### config.mk
export PLATFORM = sky130hd
export DESIGN_NAME = midi_clock_tracker_core
export DESIGN_NICKNAME = d
export VERILOG_FILES = /design/src/hdl/mct_pkg.sv /design/src/hdl/midi_clock_tracker_core.sv /design/src/hdl/mct_ctrl.sv /design/src/hdl/mct_dp.sv
export SDC_FILE = /design/constraint.sdc
export NUM_CORES = 1
export LEC_CHECK = 0
export ABC_CLOCK_PERIOD_IN_PS = 7200
export BUFFER_PORTS_ARGS = -buffer_cell sky130_fd_sc_hd__buf_4
export CAP_MARGIN = 25
export CORE_ASPECT_RATIO = 0.9
export CORE_MARGIN = 10
export CORE_UTILIZATION = 50
export CTS_CLUSTER_DIAMETER = 30
export DETAILED_ROUTE_END_ITERATION = 8
export PLACE_DENSITY = 0.64
export SLEW_MARGIN = 20
export SYNTH_ARGS = -nofsm -noshare
export SYNTH_HDL_FRONTEND = slang
export SYNTH_SLANG_ARGS = --single-unit
### constraint.sdc
create_clock -name clk -period 7.2 [get_ports clk]
set_input_delay 1.08 -clock clk [delete_from_list [all_inputs] [get_ports clk]]
set_output_delay 1.08 -clock clk [all_outputs]
set_load 0.02 [all_outputs]
### src/hdl/mct_pkg.sv
`default_nettype none
package mct_pkg;

    typedef enum logic [2:0] {
        ACT_TICK     = 3'd0,
        ACT_START    = 3'd1,
        ACT_CONTINUE = 3'd2,
        ACT_STOP     = 3'd3,
        ACT_UPDATE   = 3'd4,
        ACT_CLEAR    = 3'd5,
        ACT_RSVD6    = 3'd6,
        ACT_RSVD7    = 3'd7
    } action_t;

    localparam logic [1:0] REG_SOURCE  = 2'd0;
    localparam logic [1:0] REG_BPB     = 2'd1;
    localparam logic [1:0] REG_TICK_US = 2'd2;
    localparam logic [1:0] REG_TIMEOUT = 2'd3;

    localparam logic [31:0] MIN_INTERVAL_US = 32'd2000;
    localparam logic [31:0] MAX_INTERVAL_US = 32'd250000;

    // datapath operation requested by the controller
    typedef enum logic [3:0] {
        OP_NONE    = 4'd0,
        OP_LOAD    = 4'd1,
        OP_APPLY   = 4'd2,
        OP_UPDATE  = 4'd3,
        OP_DIVSTEP = 4'd4,
        OP_TICK    = 4'd5,
        OP_FINISH  = 4'd6
    } op_t;

    typedef struct packed {
        op_t  op;
    } cmd_t;

    typedef struct packed {
        logic div_done;
        logic ticks_left;
        logic need_catchup;
    } status_t;

endpackage
`default_nettype wire

### src/hdl/midi_clock_tracker_core.sv
`default_nettype none
// MIDI clock tracker, 24 ticks per quarter note.
// Input channel (in_valid/in_stall) carries one item: action and now_us.
// Output channel (out_valid/out_stall) returns one result item per input item:
// position, latched beat/bar edges, running flag, interval estimate, ticks fired.
// Configuration is a plain write port (cfg_we, cfg_index, cfg_data), written idle.
// Most actions pass through a load step and an apply step. A catch-up time update
// in internal mode then runs a 32-bit bit-serial divide of the elapsed time by the
// tick period, fires up to TICKS_PER_BEAT*CATCHUP_BEATS ticks one by one through
// the shared tick update, closes the tick loop and loads the output register.
// Throughput: one item at a time; the next item is taken once the current one
// has left for the output register.
// Reset clears the tracker state and loads the register defaults; no result is pending.
// When the receiver stalls, the result holds in the output register and the
// block stops after loading the next item until the register frees.
module midi_clock_tracker_core
    import mct_pkg::*;
#(
    parameter int TICKS_PER_BEAT = 24,
    parameter int CATCHUP_BEATS  = 4
)
(
    input  wire logic        clk,
    input  wire logic        rst_n,
    input  wire logic        cfg_we,
    input  wire logic [1:0]  cfg_index,
    input  wire logic [21:0] cfg_data,
    input  wire logic        in_valid,
    output logic             in_stall,
    input  wire logic [2:0]  action,
    input  wire logic [31:0] now_us,
    output logic             out_valid,
    input  wire logic        out_stall,
    output logic [31:0]      tick_position,
    output logic             beat_edge,
    output logic             bar_edge,
    output logic             is_running,
    output logic [17:0]      interval_estimate_us,
    output logic [6:0]       ticks_fired
);

    cmd_t    cmd;
    status_t status;

    mct_ctrl u_ctrl (
        .clk       (clk),
        .rst_n     (rst_n),
        .in_valid  (in_valid),
        .in_stall  (in_stall),
        .out_valid (out_valid),
        .out_stall (out_stall),
        .status    (status),
        .cmd       (cmd)
    );

    mct_dp #(
        .TICKS_PER_BEAT (TICKS_PER_BEAT),
        .CATCHUP_BEATS  (CATCHUP_BEATS)
    ) u_dp (
        .clk                  (clk),
        .rst_n                (rst_n),
        .cfg_we               (cfg_we),
        .cfg_index            (cfg_index),
        .cfg_data             (cfg_data),
        .action               (action),
        .now_us               (now_us),
        .cmd                  (cmd),
        .status               (status),
        .tick_position        (tick_position),
        .beat_edge            (beat_edge),
        .bar_edge             (bar_edge),
        .is_running           (is_running),
        .interval_estimate_us (interval_estimate_us),
        .ticks_fired          (ticks_fired)
    );

endmodule
`default_nettype wire

### src/hdl/mct_ctrl.sv
`default_nettype none
module mct_ctrl
    import mct_pkg::*;
(
    input  wire logic    clk,
    input  wire logic    rst_n,
    input  wire logic    in_valid,
    output logic         in_stall,
    output logic         out_valid,
    input  wire logic    out_stall,
    input  wire status_t status,
    output cmd_t         cmd
);

    typedef enum logic [5:0] {
        ST_IDLE   = 6'b000001,
        ST_APPLY  = 6'b000010,
        ST_UPDATE = 6'b000100,
        ST_DIV    = 6'b001000,
        ST_TICK   = 6'b010000,
        ST_FINISH = 6'b100000
    } state_t;

    state_t state_reg, state_next;
    logic   out_valid_reg, out_valid_next;

    assign out_valid = out_valid_reg;
    // a result may still wait in the output register while the next item loads
    assign in_stall  = (state_reg != ST_IDLE);

    always_comb
    begin
        state_next     = state_reg;
        out_valid_next = out_valid_reg;
        cmd.op         = OP_NONE;
        if (out_valid_reg && !out_stall)
            out_valid_next = 1'b0;
        unique case (state_reg)
            ST_IDLE:
            begin
                if (in_valid)
                begin
                    cmd.op     = OP_LOAD;
                    state_next = ST_APPLY;
                end
            end
            ST_APPLY:
            begin
                if (!out_valid_reg || !out_stall)
                begin
                    cmd.op     = OP_APPLY;
                    state_next = ST_IDLE;
                    if (status.need_catchup)
                    begin
                        cmd.op     = OP_UPDATE;
                        state_next = ST_DIV;
                    end
                    else
                        out_valid_next = 1'b1;
                end
            end
            ST_DIV:
            begin
                cmd.op = OP_DIVSTEP;
                if (status.div_done)
                    state_next = ST_TICK;
            end
            ST_TICK:
            begin
                if (status.ticks_left)
                    cmd.op = OP_TICK;
                else
                    state_next = ST_FINISH;
            end
            ST_FINISH:
            begin
                if (!out_valid_reg || !out_stall)
                begin
                    cmd.op         = OP_FINISH;
                    out_valid_next = 1'b1;
                    state_next     = ST_IDLE;
                end
            end
            default:
                state_next = ST_IDLE;
        endcase
    end

    always_ff @(posedge clk or negedge rst_n)
    begin
        if (!rst_n)
        begin
            state_reg     <= ST_IDLE;
            out_valid_reg <= 1'b0;
        end
        else
        begin
            state_reg     <= state_next;
            out_valid_reg <= out_valid_next;
        end
    end

endmodule
`default_nettype wire

### src/hdl/mct_dp.sv
`default_nettype none
module mct_dp
    import mct_pkg::*;
#(
    parameter int TICKS_PER_BEAT = 24,
    parameter int CATCHUP_BEATS  = 4
)
(
    input  wire logic        clk,
    input  wire logic        rst_n,
    input  wire logic        cfg_we,
    input  wire logic [1:0]  cfg_index,
    input  wire logic [21:0] cfg_data,
    input  wire logic [2:0]  action,
    input  wire logic [31:0] now_us,
    input  wire cmd_t        cmd,
    output status_t          status,
    output logic [31:0]      tick_position,
    output logic             beat_edge,
    output logic             bar_edge,
    output logic             is_running,
    output logic [17:0]      interval_estimate_us,
    output logic [6:0]       ticks_fired
);

    localparam int CAP = TICKS_PER_BEAT * CATCHUP_BEATS;
    localparam int CW  = $clog2(CAP + 1);
    localparam int TW  = $clog2(TICKS_PER_BEAT);
    localparam int TPBW = (TW < 1) ? 1 : TW;

    logic        src_reg;
    logic [4:0]  bpb_reg;
    logic [16:0] per_reg;
    logic [21:0] tmo_reg;
    logic [31:0] cnt_reg;
    logic        run_reg, beat_reg, bar_reg;
    logic [31:0] lts_reg, lus_reg;
    logic [17:0] avg_reg;
    logic [TPBW-1:0] bph_reg;   // tick_count mod TICKS_PER_BEAT
    logic [3:0]  bmod_reg [16]; // beats since start mod (k+1), one lane per bar length
    logic [2:0]  act_reg;
    logic [31:0] now_reg;
    // divider
    logic [31:0] rem_reg, quo_reg;
    logic [5:0]  dstep_reg;
    logic [CW-1:0] left_reg, fired_reg;
    logic [31:0] po_cnt_reg;
    logic        po_beat_reg, po_bar_reg, po_run_reg;
    logic [17:0] po_avg_reg;
    logic [6:0]  po_fired_reg;

    logic [3:0] bar_lane;
    assign bar_lane = 4'(bpb_reg - 5'd1);

    assign status.need_catchup = (act_reg == ACT_UPDATE) && src_reg && run_reg
                                 && (lts_reg != 32'd0);
    assign status.div_done     = (dstep_reg == 6'd31);
    assign status.ticks_left   = (left_reg != '0);

    // one tick on the phase counters and the interval filter
    logic [31:0] tk_iv;
    logic [20:0] tk_acc;
    logic [17:0] tk_avg;
    logic        tk_beat, tk_bar;
    logic        tk_wrap;
    logic [TPBW-1:0] tk_bph;
    logic [3:0]  tk_bmod [16];
    logic [31:0] tk_stamp;

    assign tk_stamp = (cmd.op == OP_TICK) ? (lts_reg + {15'd0, per_reg}) : lus_reg;

    always_comb
    begin
        tk_iv  = tk_stamp - lts_reg;
        tk_acc = ({3'd0, avg_reg} << 3) - {3'd0, avg_reg} + tk_iv[20:0];
        tk_avg = avg_reg;
        if (lts_reg != 32'd0 && tk_iv >= MIN_INTERVAL_US && tk_iv <= MAX_INTERVAL_US)
            tk_avg = (avg_reg == 18'd0) ? tk_iv[17:0] : tk_acc[20:3];
        // a count wrapping to zero lands on a beat and a bar
        tk_wrap  = (cnt_reg == 32'hFFFF_FFFF);
        tk_bph   = (tk_wrap || 32'(bph_reg) == TICKS_PER_BEAT - 1) ? '0 : bph_reg + 1'b1;
        tk_beat  = (tk_bph == '0);
        for (int k = 0; k < 16; k++)
        begin
            if (tk_wrap)
                tk_bmod[k] = 4'd0;
            else if (tk_beat && bmod_reg[k] == 4'(k))
                tk_bmod[k] = 4'd0;
            else if (tk_beat)
                tk_bmod[k] = bmod_reg[k] + 4'd1;
            else
                tk_bmod[k] = bmod_reg[k];
        end
        tk_bar   = tk_beat && (tk_bmod[bar_lane] == 4'd0);
    end

    logic [32:0] dsub;
    assign dsub = {rem_reg[31:0], quo_reg[31]} - {16'd0, per_reg};

    always_ff @(posedge clk or negedge rst_n)
    begin
        if (!rst_n)
        begin
            src_reg   <= 1'b0;
            bpb_reg   <= 5'd4;
            per_reg   <= 17'd20833;
            tmo_reg   <= 22'd500000;
            cnt_reg   <= '0;
            run_reg   <= 1'b0;
            beat_reg  <= 1'b0;
            bar_reg   <= 1'b0;
            lts_reg   <= '0;
            lus_reg   <= '0;
            avg_reg   <= '0;
            bph_reg   <= '0;
            bmod_reg  <= '{default: 4'd0};
        end
        else
        begin
            if (cfg_we)
            begin
                unique case (cfg_index)
                    REG_SOURCE:
                    begin
                        if (cfg_data[0] != src_reg)
                        begin
                            src_reg <= cfg_data[0];
                            lts_reg <= '0;
                            avg_reg <= '0;
                            run_reg <= cfg_data[0];
                        end
                    end
                    REG_BPB:
                    begin
                        // the bar test reads the beat lane of the new bar length
                        bpb_reg <= (cfg_data[4:0] == 5'd0) ? 5'd1 :
                                   (cfg_data[4:0] > 5'd16) ? 5'd16 : cfg_data[4:0];
                    end
                    REG_TICK_US:
                        per_reg <= (cfg_data[16:0] < 17'd8333) ? 17'd8333 :
                                   (cfg_data[16:0] > 17'd125000) ? 17'd125000 :
                                   cfg_data[16:0];
                    REG_TIMEOUT:
                        tmo_reg <= cfg_data;
                    default: ;
                endcase
            end
            unique case (cmd.op)
                OP_APPLY, OP_UPDATE:
                begin
                    unique case (act_reg)
                        ACT_TICK:
                        begin
                            if (!src_reg && run_reg)
                            begin
                                avg_reg   <= tk_avg;
                                lts_reg   <= lus_reg;
                                cnt_reg   <= cnt_reg + 32'd1;
                                bph_reg   <= tk_bph;
                                bmod_reg  <= tk_bmod;
                                if (tk_beat) beat_reg <= 1'b1;
                                if (tk_bar)  bar_reg  <= 1'b1;
                            end
                        end
                        ACT_START:
                        begin
                            cnt_reg   <= '0;
                            bph_reg   <= '0;
                            bmod_reg  <= '{default: 4'd0};
                            run_reg   <= 1'b1;
                            beat_reg  <= 1'b1;
                            bar_reg   <= 1'b1;
                            lts_reg   <= '0;
                        end
                        ACT_CONTINUE:
                        begin
                            run_reg <= 1'b1;
                            lts_reg <= '0;
                        end
                        ACT_STOP: run_reg <= 1'b0;
                        ACT_UPDATE:
                        begin
                            lus_reg <= now_reg;
                            if (src_reg)
                            begin
                                if (run_reg && lts_reg == 32'd0)
                                    lts_reg <= now_reg;
                            end
                            else if (run_reg && lts_reg != 32'd0
                                     && (now_reg - lts_reg) > {10'd0, tmo_reg})
                                run_reg <= 1'b0;
                        end
                        ACT_CLEAR:
                        begin
                            beat_reg <= 1'b0;
                            bar_reg  <= 1'b0;
                        end
                        default: ;
                    endcase
                end
                OP_TICK:
                begin
                    lts_reg   <= tk_stamp;
                    cnt_reg   <= cnt_reg + 32'd1;
                    bph_reg   <= tk_bph;
                    bmod_reg  <= tk_bmod;
                    if (tk_beat) beat_reg <= 1'b1;
                    if (tk_bar)  bar_reg  <= 1'b1;
                end
                OP_FINISH: avg_reg <= {1'b0, per_reg};
                default: ;
            endcase
        end
    end

    always_ff @(posedge clk)
    begin
        if (cmd.op == OP_LOAD)
        begin
            act_reg <= action;
            now_reg <= now_us;
        end
        unique case (cmd.op)
            OP_UPDATE:
            begin
                rem_reg   <= '0;
                quo_reg   <= now_reg - lts_reg;
                dstep_reg <= '0;
                fired_reg <= '0;
            end
            OP_DIVSTEP:
            begin
                dstep_reg <= dstep_reg + 6'd1;
                if (!dsub[32])
                begin
                    rem_reg <= dsub[31:0];
                    quo_reg <= {quo_reg[30:0], 1'b1};
                end
                else
                begin
                    rem_reg <= {rem_reg[30:0], quo_reg[31]};
                    quo_reg <= {quo_reg[30:0], 1'b0};
                end
                if (status.div_done)
                begin
                    if ((!dsub[32] ? {quo_reg[30:0], 1'b1} : {quo_reg[30:0], 1'b0})
                        > 32'(CAP))
                    begin
                        left_reg  <= CW'(CAP);
                        fired_reg <= CW'(CAP);
                    end
                    else
                    begin
                        left_reg  <= !dsub[32] ? CW'({quo_reg[30:0], 1'b1})
                                               : CW'({quo_reg[30:0], 1'b0});
                        fired_reg <= !dsub[32] ? CW'({quo_reg[30:0], 1'b1})
                                               : CW'({quo_reg[30:0], 1'b0});
                    end
                end
            end
            OP_TICK: left_reg <= left_reg - 1'b1;
            default: ;
        endcase
        if (cmd.op == OP_APPLY)
        begin
            po_cnt_reg   <= (act_reg == ACT_START) ? 32'd0 :
                            (act_reg == ACT_TICK && !src_reg && run_reg) ? cnt_reg + 32'd1
                            : cnt_reg;
            po_beat_reg  <= (act_reg == ACT_START) ? 1'b1 :
                            (act_reg == ACT_TICK && !src_reg && run_reg) ? (beat_reg | tk_beat)
                            : beat_reg;
            po_bar_reg   <= (act_reg == ACT_START) ? 1'b1 :
                            (act_reg == ACT_TICK && !src_reg && run_reg) ? (bar_reg | tk_bar)
                            : bar_reg;
            po_run_reg   <= (act_reg == ACT_START || act_reg == ACT_CONTINUE) ? 1'b1 :
                            (act_reg == ACT_STOP) ? 1'b0 :
                            (act_reg == ACT_UPDATE && !src_reg && run_reg
                             && lts_reg != 32'd0
                             && (now_reg - lts_reg) > {10'd0, tmo_reg}) ? 1'b0 : run_reg;
            po_avg_reg   <= (act_reg == ACT_TICK && !src_reg && run_reg) ? tk_avg : avg_reg;
            po_fired_reg <= '0;
        end
        else if (cmd.op == OP_FINISH)
        begin
            po_cnt_reg   <= cnt_reg;
            po_beat_reg  <= beat_reg;
            po_bar_reg   <= bar_reg;
            po_run_reg   <= run_reg;
            po_avg_reg   <= {1'b0, per_reg};
            po_fired_reg <= 7'(fired_reg);
        end
    end

    assign tick_position        = po_cnt_reg;
    assign beat_edge            = po_beat_reg;
    assign bar_edge             = po_bar_reg;
    assign is_running           = po_run_reg;
    assign interval_estimate_us = po_avg_reg;
    assign ticks_fired          = po_fired_reg;

endmodule
`default_nettype wire

# Word level (Yosys, flattened, before mapping)
# Cells that the tools add are included.
dict set report classes {
  mul 0
  div_mod_pow 0
  eq_ne 48
  n_addsub 27
  magnitude_cmp 8
  bitwise 3
  reduce_logical 65
  mux 145
  n_shift 0
}
# operator count
set ops {}
lappend ops {{$mux 32} 13}
lappend ops {{$pmux 32 s2} 5}
lappend ops {{$pmux 64 s2} 2}
lappend ops {{$mux 4} 54}
lappend ops {{$mux 18} 10}
lappend ops {{$pmux 32 s3} 1}
lappend ops {{$add 4x1->4 const B} 16}
lappend ops {{$mux 64} 1}
lappend ops {{$sub 32x32->32} 2}
lappend ops {{$pmux 18 s2} 1}
lappend ops {{$mux 17} 2}
lappend ops {{$logic_and 1x1->1} 33}
lappend ops {{$sub 33x17->33} 1}
lappend ops {{$add 32x1->32 const B} 1}
lappend ops {{$add 32x17->32} 1}
lappend ops {{$eq 32x32->1 const B} 1}
lappend ops {{$eq 4x4->1 const B} 8}
lappend ops {{$ge 32x11->1 const B} 1}
lappend ops {{$gt 32x22->1} 1}
lappend ops {{$gt 32x7->1 const B} 1}
lappend ops {{$le 32x18->1 const B} 1}
lappend ops {{$logic_not 32->1} 1}
lappend ops {{$reduce_bool 32->1} 1}
lappend ops {{$mux 1} 31}
lappend ops {{other kinds (58)} 107}
dict set report word_totals {
  regBits 416
  ramBits 0
  latchBits 0
  n_memories 0
  mem_bits_ro 0
  in_bits 64
}

# Longest topological paths before layout
dict set report logic_depth {
  depth_word 17
  mapped_depth 31
  ltp_nobuf 30
}

# By module
# Synthesis repeated with hierarchy kept, for this count alone.
dict set report hier_totals {
  hier_cells 3275
  area_unflattened_um2 29052.9
}
# module cells_each area_each_um2 n_inst
set modules_own_cells {}
lappend modules_own_cells {mct_dp 3219 28597.4 1}
lappend modules_own_cells {mct_ctrl 56 455.4 1}

# Worst setup path before layout
# OpenSTA, ideal clock, no wires.
dict set report synth_timing {
  path_kind {register -> register}
  from {register u_dp.lts_reg[0]}
  to {register u_dp.avg_reg[16]}
  setup_time_ns 0.118
  path_stages_with_launch 31
  t_arrival_ns 6.126
  path_buffers 1
  setup_slack_ns 0.956
  cell_sequence {dfrtp_1 ha_1 fa_1 a21o_1 a21oi_1 o21bai_1 a21oi_1 o21bai_1 nand3_1 nand2_1 a211o_1 nand3_1 nand2_1 ha_1 clkbuf_1 a21oi_1 nand2_1 or2_1 o211a_1 or3_1 and2_1 fa_1 ha_1 nand3_1 nor3_1 nor3_1 o31ai_1 xnor2_1 o21ai_0 a32o_1 a21o_1}
}
dict set report synth_via {
  elab_chain_len 15
}
# element line_no
set synth_lines {}
lappend synth_lines {{start, declared} mct_dp.sv:37} ;# logic [31:0] lts_reg, lus_reg;
lappend synth_lines {{start signal, assigned} mct_dp.sv:157} ;# lts_reg <= lus_reg;
lappend synth_lines {{start signal, assigned} mct_dp.sv:187} ;# lts_reg <= now_reg;
lappend synth_lines {{start signal, assigned} mct_dp.sv:203} ;# lts_reg <= tk_stamp;
lappend synth_lines {{$reduce_bool 32->1} {mct_dp.sv:56, mct_dp.sv:77}}
lappend synth_lines {{$logic_and 1x1->1} mct_dp.sv:56} ;# && (lts_reg != 32'd0);
lappend synth_lines {{$mux 1} mct_ctrl.sv:53} ;# if (status.need_catchup)
lappend synth_lines {{$mux 4} mct_ctrl.sv:49} ;# if (!out_valid_reg || !out_stall)
lappend synth_lines {{$pmux 4 s5} mct_ctrl.sv:38} ;# unique case (state_reg)
lappend synth_lines {{$eq 4x3->1} mct_dp.sv:70} ;# assign tk_stamp = (cmd.op == OP_TICK) ? (lts_reg + {15'd0, per_reg}) : lus_reg;
lappend synth_lines {{$mux 32} mct_dp.sv:70}
lappend synth_lines {{$sub 32x32->32} mct_dp.sv:74} ;# tk_iv = tk_stamp - lts_reg;
lappend synth_lines {{$ge 32x11->1} mct_dp.sv:77} ;# if (lts_reg != 32'd0 && tk_iv >= MIN_INTERVAL_US && tk_iv <= MAX_INTERVAL_US)
lappend synth_lines {{$logic_and 1x1->1 (2 in a row)} mct_dp.sv:77}
lappend synth_lines {{$mux 18} mct_dp.sv:77}
lappend synth_lines {{$mux 18} mct_dp.sv:154} ;# if (!src_reg && run_reg)
lappend synth_lines {{$mux 18} mct_dp.sv:151} ;# unique case (act_reg)
lappend synth_lines {{$pmux 18 s2 (*)} mct_dp.sv:148} ;# unique case (cmd.op)
lappend synth_lines {{end signal, assigned} mct_dp.sv:156} ;# avg_reg <= tk_avg;
lappend synth_lines {{end signal, assigned} mct_dp.sv:210} ;# OP_FINISH: avg_reg <= {1'b0, per_reg};
lappend synth_lines {{end, declared} mct_dp.sv:38} ;# logic [17:0] avg_reg;
# Every way passes the cells marked *; elsewhere a longest branch is shown, timed or not.
# A chain may end at the register's enable or synchronous reset.

# Worst setup path after layout
dict set report layout_timing {
  from {register u_dp.per_reg[0]}
  to {register u_dp.avg_reg[16]}
}
dict set report layout_via {
  elab_chain_len 10
}
# element line_no
set layout_lines {}
lappend layout_lines {{start, declared} mct_dp.sv:33} ;# logic [16:0] per_reg;
lappend layout_lines {{start signal, assigned} mct_dp.sv:140} ;# per_reg <= (cfg_data[16:0] < 17'd8333) ? 17'd8333 :
lappend layout_lines {{$add 32x17->32 (*)} mct_dp.sv:70}
lappend layout_lines {{$mux 32 (*)} mct_dp.sv:70}
lappend layout_lines {{$sub 32x32->32 (*)} mct_dp.sv:74}
lappend layout_lines {{$ge 32x11->1} mct_dp.sv:77}
lappend layout_lines {{$logic_and 1x1->1 (2 in a row)} mct_dp.sv:77}
lappend layout_lines {{$mux 18 (*)} mct_dp.sv:77}
lappend layout_lines {{$mux 18 (*)} mct_dp.sv:154}
lappend layout_lines {{$mux 18 (*)} mct_dp.sv:151}
lappend layout_lines {{$pmux 18 s2 (*)} mct_dp.sv:148}
# Marked as above.

==> summary.txt <==
Critical path
  • Minimum setup slack among reg-to-reg paths: around 440 ps
  • Data required time at the worst endpoint: approximately 7700 ps
  • Crit path largest cell delay: roughly 450 ps
  • Buf/Inv on CP: 0
  • Logic depth of the worst setup path including buffers: 29
  • Start of the worst register-to-register path: u_dp.per_reg[0]
  • Worst Path Max Fanout: 8
  • Reg-to-reg critical path endpoint: u_dp.avg_reg[16]
  • End of the critical path: u_dp.avg_reg[16]
  • Type of destination of the critical path: register
  • Worst reg-to-reg path cell count: 29
  • Critical path startpoint category: register
  • Arrival time reported for the critical path endpoint: about 7300 ps
  • Critical path class: register to register
  • CP startpoint: u_dp.per_reg[0]
  • Worst path top cell family by delay: compound AO/OA/AOI/OAI gates
  • Slowest cell on the critical path: fa_1

Logic synthesis
  • Simple-gate share of the synthesized area: about a fifth
  • Portion of synthesized cell area occupied by the leading cell type: 19.56%
  • Main combinational cell family by area after synthesis: compound AO/OA/AOI/OAI gates
  • Post-Synth XOR/XNOR Area: under 10%
  • FFs w/ async S/R, synth: between 50% and 60%
  • Register bit total from synthesis: slightly above 400
  • Cell count after synthesis: ~3100
  • Fraction of the mapped netlist area in adder cells: under 10%
  • Mux share of post-synthesis cell area: 4.103%
  • Most frequently used cell type in the post-synthesis netlist: nand2_1
  • Syn Area/Cell: 9.015 um^2
  • Total number of yosys warnings: 0
  • Yosys top cell by area: dfrtp_1
  • Number of unique standard cell types used by synthesis: ~90
  • Netlist Area Pre-Place: approximately 28000 um^2
  • Post-synthesis sequential area ratio: 39.72%
  • Post-synthesis net count: roughly 3400
  • Fraction of the mapped netlist area in compound gates: between 20% and 30%
  • Top post-synthesis cells by count: 425 x nand2_1, 267 x o21ai_0, 235 x nor2_1
  • Most frequently used flop master after synthesis: dfrtp_1
  • Most area-consuming cells after synthesis: dfrtp_1 20%, edfxtp_1 18%, ha_1 7.7%, nand2_1 5.6%, o21ai_0 4.7%
  • Number of enable-type register cells in the synthesized netlist: between 150 and 200

Finish
  • Post-layout nets: about 3500
  • Area Overhead vs Synth: 19.11%
  • Number of antenna repair diodes: 0
  • Fraction of final layout cells sized beyond drive strength 1: roughly 14%
  • Filler Cell Count: 4880
  • Fin area: 33670 um^2
  • Max reg flops: 64

CTS
  • Deepest level of the CTS H-tree: 3
  • Cell at the root of the clock tree: clkbuf_16
  • Clock tree from TritonCTS: done
  • Clock transition at the registers of the reported paths: ~50 ps
  • Number of buffers on the longest clock path: 3
  • Count of hold-fix buffers inserted at cts: 0
  • Worst skew pair latency: about 660 ps
  • Number of clock sinks seen by CTS: a little over 400
  • Cts bufs inserted: a little under 100
  • Post CTS Setup Buffer Count: 0

Power
  • Leakage power: 14.19 nW
  • Proportion of power drawn by combinational gates: just over 60%
  • Switching share of total power: 43.75%
  • Total net switching power: 0.008361 W
  • Proportion of power drawn by flip-flops and latches: approximately 15%
  • Clock share of power: between 20% and 30%
  • Power density cells: 567.6 nW/um^2
  • Internal Dissipation: 0.01075 W
  • Tot Pwr: about 0.019 W
  • Worst IR drop on VDD: ~0.00063 V

Outcome
  • Run status: finished, final reports clean

Timing
  • Minimum period implied by the final worst setup slack: about 6800 ps
  • Highest clock frequency the design can meet: about 0.15 GHz
  • Transition time at the pin with the least slew margin: 1005 ps
  • Final setup violating endpoints: 0
  • Number of hold violations in the final report: 0
  • Setup_tns: 0 ps
  • Clock skew after layout: between 40 and 50 ps
  • Final cycle utilization of the critical path: 93.87%
  • Tightest slew margin relative to the limit: between 30 and 40%
  • Max-slew violation count: 0

Die
  • Vertical die dimension: about 250 um
  • Initial Utilization: 50.65%
  • CORE AREA: 55810 um^2
  • Count of standard-cell rows: 82
  • Horizontal extent of the die: ~270 um
  • Die Area: between 60000 and 70000 um^2
  • Number of top-level design ports: 126

Drt
  • Total wirelength of the detailed-routed design: around 87000 um
  • Number of search-and-repair iterations in the first detailed-routing pass: 8
  • Number of routed nets with antenna violations: 0
  • Iter 0 DRT Violations: roughly 2200
  • DRC violation count after routing: 0
  • WL per Instance: between 20 and 25 um
  • Via total after detailed routing: between 20000 and 30000
  • Drt via density: about 6

Global route
  • Aggregate global-route resource usage: between 20% and 30%
  • Global-route wire length before repair: about 140000 um
  • Initial antenna violation count: 1
  • Largest net degree at the start of global routing: between 100 and 150
  • Total overflow reported by the global router: 0
  • Via count of the first global-routing pass: ~24000

Placed design
  • Placer congestion estimate: about 0.96
  • Placed instance area: around 30000 um^2
  • Buffers on Ports: around 130
  • Detailed placement HPWL: ~63000 um

Flow run
  • Max cap viols: 0

Min path
  • Type of the most critical hold path: register to register
routing by layer:
metal,track usage [%],vias up,part of all wire [%]
met4,9.836,2,3.5
met5,0,-,0.023
met2,40.98,902,46
li1,-,11820,-
met1,34.08,12110,44
met3,4.296,178,6.4
worst min-delay path by stage:
stage          cells after the start                start                   to
2_1_floorplan                      1    u_dp.fired_reg[0]  u_dp.ticks_fired[0]
3_3_place_gp                       1  u_dp.ticks_fired[2]  u_dp.ticks_fired[2]
3_5_place_dp                       1  u_dp.ticks_fired[4]  u_dp.ticks_fired[4]
4_1_cts                            1    u_dp.fired_reg[0]  u_dp.ticks_fired[0]
5_1_grt                            1    u_dp.fired_reg[0]  u_dp.ticks_fired[0]
6_report                           1    u_dp.fired_reg[5]  u_dp.ticks_fired[5]
final cells by class:
cell class / count / area, um^2 / area share [%]
Sequential cell: 415 / 11230 / 33.35
Tap cell: 756 / 945.9 / 2.809
Timing Repair Buffer: 178 / 1366 / 4.058
Clock buffer: 122 / 2696 / 8.008
Multi-Input combinational cell: 2435 / 16040 / 47.62
Inverter: 152 / 570.5 / 1.694
Clock inverter: 63 / 827.0 / 2.456
power groups by stage:
stage / Combinational (W) / Sequential, W / Clock [W]
2_1_floorplan: 0.00871 / 0.00277 / 0
3_3_place_gp: 0.0112 / 0.00286 / 0
3_5_place_dp: 0.0113 / 0.00286 / 0
4_1_cts: 0.0114 / 0.00282 / 0.00472
5_1_grt: 0.0129 / 0.00284 / 0.00485
6_report: 0.0116 / 0.00283 / 0.00467
layout by cell type, fill, tap and decap left out, types with 101 or more instances in the layout:
master     count
inv_1        150
ha_1         173
clkbuf_16    101
edfxtp_1     172
a21oi_1      168
nor2_1       231
nand2_1      424
dfrtp_1      221
buf_4        174
o21ai_0      265
per-stage QoR:
step           worst slack (ps)  cells  util (%)  hold WS [ps]
4_1_cts                   292.7   4120     60.26         480.7
2_1_floorplan             955.6   3136         -         442.2
5_1_grt                  -10.38   4121     60.33         482.8
3_3_place_gp              462.0   3935     53.95         463.0
3_5_place_dp              329.6   3935     53.95         462.0
6_report                  441.3   4121     60.33         479.8
cells by family (layout without fill, tap and decap cells):
| family | Yosys count | after routing |
|---|---|---|
| adder cells (fa/ha/maj) | 191 | 191 |
| multiplexers | 108 | 108 |
| flip-flops | 415 | 415 |
| buffers and inverters | 286 | 515 |
| XOR/XNOR | 146 | 146 |
| AO/OA/AOI/OAI | 870 | 870 |
| AND/OR/NAND/NOR | 1120 | 1120 |
worst reg2reg max path, delay by kind of cell, from the launching register on:
kind	cells	cell delay (ps)
xor gates and xnor gates	1	150
adders and majority gates	5	1810
and+or+nand+nor	11	1760
AOI/OAI and AO/OA	12	2520
DFF	1	390
what timing repair did:
| action | in CTS | in global routing |
|---|---|---|
| gates resized for setup | 0 | 7 |
| hold endpoints to repair | 0 | 0 |
| setup endpoints to repair | 0 | 13 |
Power figures use the tool's default switching activity.
